$ cat src/hdl/ssca_ram.sv
// generic single write port, single read port ram with registered read data
// no dependencies
`timescale 1ns / 1ps
`default_nettype none
module ssca_ram #(
  parameter int WIDTH = 8,
  parameter int DEPTH = 16
) (
  input  wire logic                     clk,
  input  wire logic                     we,
  input  wire logic [$clog2(DEPTH)-1:0] waddr,
  input  wire logic [WIDTH-1:0]         wdata,
  input  wire logic [$clog2(DEPTH)-1:0] raddr,
  output logic      [WIDTH-1:0]         rdata
);

  logic [WIDTH-1:0] mem [DEPTH];

  always_ff @(posedge clk) begin
    if (we) begin
      mem[waddr] <= wdata;
    end
    rdata <= mem[raddr];
  end

endmodule
`default_nettype wire

$ cat config.mk
export PLATFORM = sky130hd
export DESIGN_NAME = ssca_ram
export DESIGN_NICKNAME = d
export VERILOG_FILES = /design/src/hdl/ssca_ram.sv
export SDC_FILE = /design/constraint.sdc
export NUM_CORES = 1
export LEC_CHECK = 0
export BUFFER_PORTS_ARGS = -buffer_cell sky130_fd_sc_hd__buf_2
export CORE_MARGIN = 4
export CORE_UTILIZATION = 48
export DETAILED_ROUTE_END_ITERATION = 10
export PLACE_DENSITY = 0.66
export SYNTH_ARGS = -nofsm -noshare
export SYNTH_HDL_FRONTEND = slang
export SYNTH_SLANG_ARGS = --single-unit
$ cat constraint.sdc
create_clock -name clk -period 1.9 [get_ports clk]
set_input_delay 0.19 -clock clk [delete_from_list [all_inputs] [get_ports clk]]
set_output_delay 0.19 -clock clk [all_outputs]
set_load 0.01 [all_outputs]
After elaboration in Yosys (flattened, before gate mapping)
Memories as Yosys holds them, arrays and structs flattened. A register that Yosys moved wholly into a read port is not among the register bits.
Cells that the tools add are included.
{"block": "totals", "word_cells": 3, "mem_count": 1, "inputBits": 18, "register_bits": 0, "mem_bits_rw": 128}
{"block": "classes", "mux": 2}
{"memory": "mem", "depth": 16, "word_bits": 8, "rd": 1, "rd_clocked_by_memory_dff": 1, "wr": 1, "line_no": "17", "text": "logic [WIDTH-1:0] mem [DEPTH];"}
{"operator": "1-bit 2-to-1 mux", "count": 2}

Depth between registers and ports, before layout
{"block": "depth", "ltp_word": 2, "depth_mapped": 5, "depth_no_buf": 3}

Worst setup path before layout
No wires, ideal clock.
{"block": "synth_timing", "kind": "input port to flip-flop", "startpoint": "input port waddr[2]", "endpoint": "memory mem[0][0] (enable)", "setup_ns": 0.383, "required_ns": 1.517, "path_buffers": 0, "arrival_ns": 1.300, "path_stages": 2, "setup_slack_ns": 0.217, "cell_sequence": "or3b_2 nor3_1"}
{"element": "start, declared", "line_no": "11", "text": "input wire logic [$clog2(DEPTH)-1:0] waddr,"}
{"element": "end, declared", "line_no": "17"}
No word-level cell before the write port.

==> results by group <==
Outcome
  – Status: complete, no violations

STA
  – Final Setup Violations: 0
  – Max Freq: 726 MHz
  – WHS: 69.0 ps
  – Crit share post-route: 0.724
  – Post-route setup TNS: 0 ps
  – RSZ-0062 raised after global routing: false
  – Least-Margin Pin Slew: 434 ps
  – Period minus WS final: 1380 ps
  – Clock skew: 9.60 ps
  – Fin. Hold Viols: 0
  – Max_slew headroom: 0.710
  – Final Max Slew Viols: 0

Logic synthesis
  – Yosys cell types: 19
  – Async SR Flop Fraction: 0
  – Post-Synthesis Cell Area: a little over 5000 sq um
  – Synth top area cells: edfxtp_1, mux4_2, mux4_1
  – Top cells by count, synth: edfxtp_1, mux4_2, a22oi_1
  – Syn Area/Cell: about 22 sq um
  – Most frequent cell after synthesis: edfxtp_1
  – Top cell type's share of synthesized area: 0.747
  – Post-synthesis register bit count: 136
  – Mapped Cells: about 230
  – Yosys top cell by area: edfxtp_1
  – Syn nets: around 250
  – Post-synth top flop: edfxtp_1
  – Syn. warnings: 0
  – Number of synthesized flops with an enable pin: 128
  – Post-synthesis sequential area ratio: 0.778

Layout
  – Layout cell share with drive strength beyond 1: 0.320
  – Area delta synth->final: 19.6%
  – Nets@finish: 302
  – Area of the multi-input gates: 1060 sq um
  – Antenna cells: 0
  – Fillers: 765
  – Non-filler cells in the finished layout: 433
  – Reg area: 4000 sq um

Route
  – Vias per inst: 5.48
  – Routed wire length: between 9000 and 10000 microns
  – Vias: 2374
  – Drc violations: 0
  – Wire per inst: 21.2 microns
  – DR iter-0 viols: roughly 140
  – Pre-Repair DR Iteration Count: 4
  – Antenna Nets Post-Route: 0

GRT
  – Initial antenna violation count: 0
  – Vias in the first global route: around 2500
  – Gr usage total: 0.159
  – Global route overflow: 0
  – Largest net degree at the start of global routing: 33
  – First-pass GRT wire length: 14400 microns

Worst hold path
  – Worst Hold Path EP: mem[6][3]
  – Hold wc startpoint: wdata[3]
  – Worst hold path type: input pin to register
  – WHS Path Cells: 1

Clock network
  – TritonCTS clock tree: yes
  – Clock sink count: 136
  – Clock-pin transition on the worst setup and hold timing paths: 60 ps
  – H-tree lvl count: 4
  – Postcts setup bufs: 0
  – Clock latency on the worst-skew pair: 510 ps
  – TritonCTS Buffers: 17
  – Post-cts resize count: 0
  – CTS Hold Buffers Added: 0
  – CTS max path bufs: 2
  – CTS root buffer: clkbuf_8

Floorplanning
  – Chip Width: 112 microns
  – Placeable Area: 10400 sq um
  – Die Y: approximately 110 microns
  – Die ar.: 12400 sq um
  – Initial Util: 0.496
  – I/O pin cnt: 26
  – Row count: 37

Critical path
  – Reg2Reg Depth: 3
  – Type of origin of the critical path: register
  – WS Path Type: register to register
  – Critical Path RT: 2290 ps
  – End of the worst register-to-register path: rdata[0]
  – Reg2reg setup slack: around 520 ps
  – Worst EP arrival: 1770 ps
  – CP max FO: 1
  – R2R Path Start: mem[1][0]
  – CP endpoint kind: register

Pwr
  – Max VDD drop: 0.533 mV
  – Leakage: ~2.1 nW
  – Power, Total: 6.99 mW
  – P per Cell Area: 1140 nW/um^2

Place
  – I/O Buffers: 25
  – DP HPWL: 5780 microns
  – Final GP Congestion: 0.688
  – Placed Instances: 401

Flow run
  – Max-Cap Viols: 0
layout by cell type (no fill, tap or decap), types with 2 or more instances in the layout:
cell        netlist  final
nand3b_1          2      2
bufinv_16         0      4
clkinv_2          0      4
buf_12            0      3
mux4_2           18     18
clkinv_4          0      3
edfxtp_1        128    128
nand2b_1          2      2
nand2_1           9      9
buf_2             3     25
a22oi_1          16     16
clkinvlp_4        0      2
nor3_1            4      4
clkbuf_1          0      2
mux4_1           14     14
dfxtp_1           8      8
clkbuf_16         0     16
nor2_1           13     13
buf_4             1     18
critical path: stages, from the launching register on:
cell and delay (ps):
edfxtp_1 370, mux4_1 500, a22oi_1 310, nand2_1 80
cell type report:
cell class / instances / share of cell area
clock inverter: 13 / 0.0295
timing repair buffer: 46 / 0.0520
clock buffer: 19 / 0.0685
sequential: 136 / 0.651
multi-input combinational: 83 / 0.172
tap: 136 / 0.0276
worst max-delay path by stage:
| stage | from | end | slack (ps) |
|---|---|---|---|
| floorplan | waddr[2] | mem[0][0] | 220 |
| global placement | raddr[0] | rdata[2] | 310 |
| detailed placement | raddr[0] | rdata[4] | 300 |
| CTS | mem[1][0] | rdata[0] | 530 |
| global route | mem[9][4] | rdata[4] | 450 |
| finish | mem[1][0] | rdata[0] | 520 |
registers in the layout (all words and copies together) (netlist names):
register	flops
mem	128
rdata	8
power by group:
part / leakage, nW / internal (mW) / switching, mW
Combinational: 0.595 / 0.141 / 0.175
Clock: 0.292 / 2.12 / 1.18
Sequential: 1.22 / 3.35 / 0.0166
through the flow:
stage	util	worst slack, ps	cell area, sq um
6_report	0.594	524	6150
3_3_place_gp	0.535	314	5550
4_1_cts	0.594	533	6150
3_5_place_dp	0.535	303	5550
2_1_floorplan	-	217	5150
5_1_grt	0.594	445	6150
per-layer routing:
layer / vias to the layer above / GRT usage / share of wire
li1: 1083 / - / -
met1: 1217 / 0.226 / 0.46
met2: 65 / 0.239 / 0.48
met3: 9 / 0.0467 / 0.047
met4: 0 / 0.0535 / 0.011
met5: - / 0 / 0
cells by family (layout without fill, tap and decap cells):
logic type      after synthesis  in the layout  synth area share
compound gates               16             16            0.0233
buf+inv                      10             78            0.0168
flops                       136            136             0.778
mux                          32             32             0.150
simple gates                 35             35            0.0318
Power figures use the tool's default switching activity.
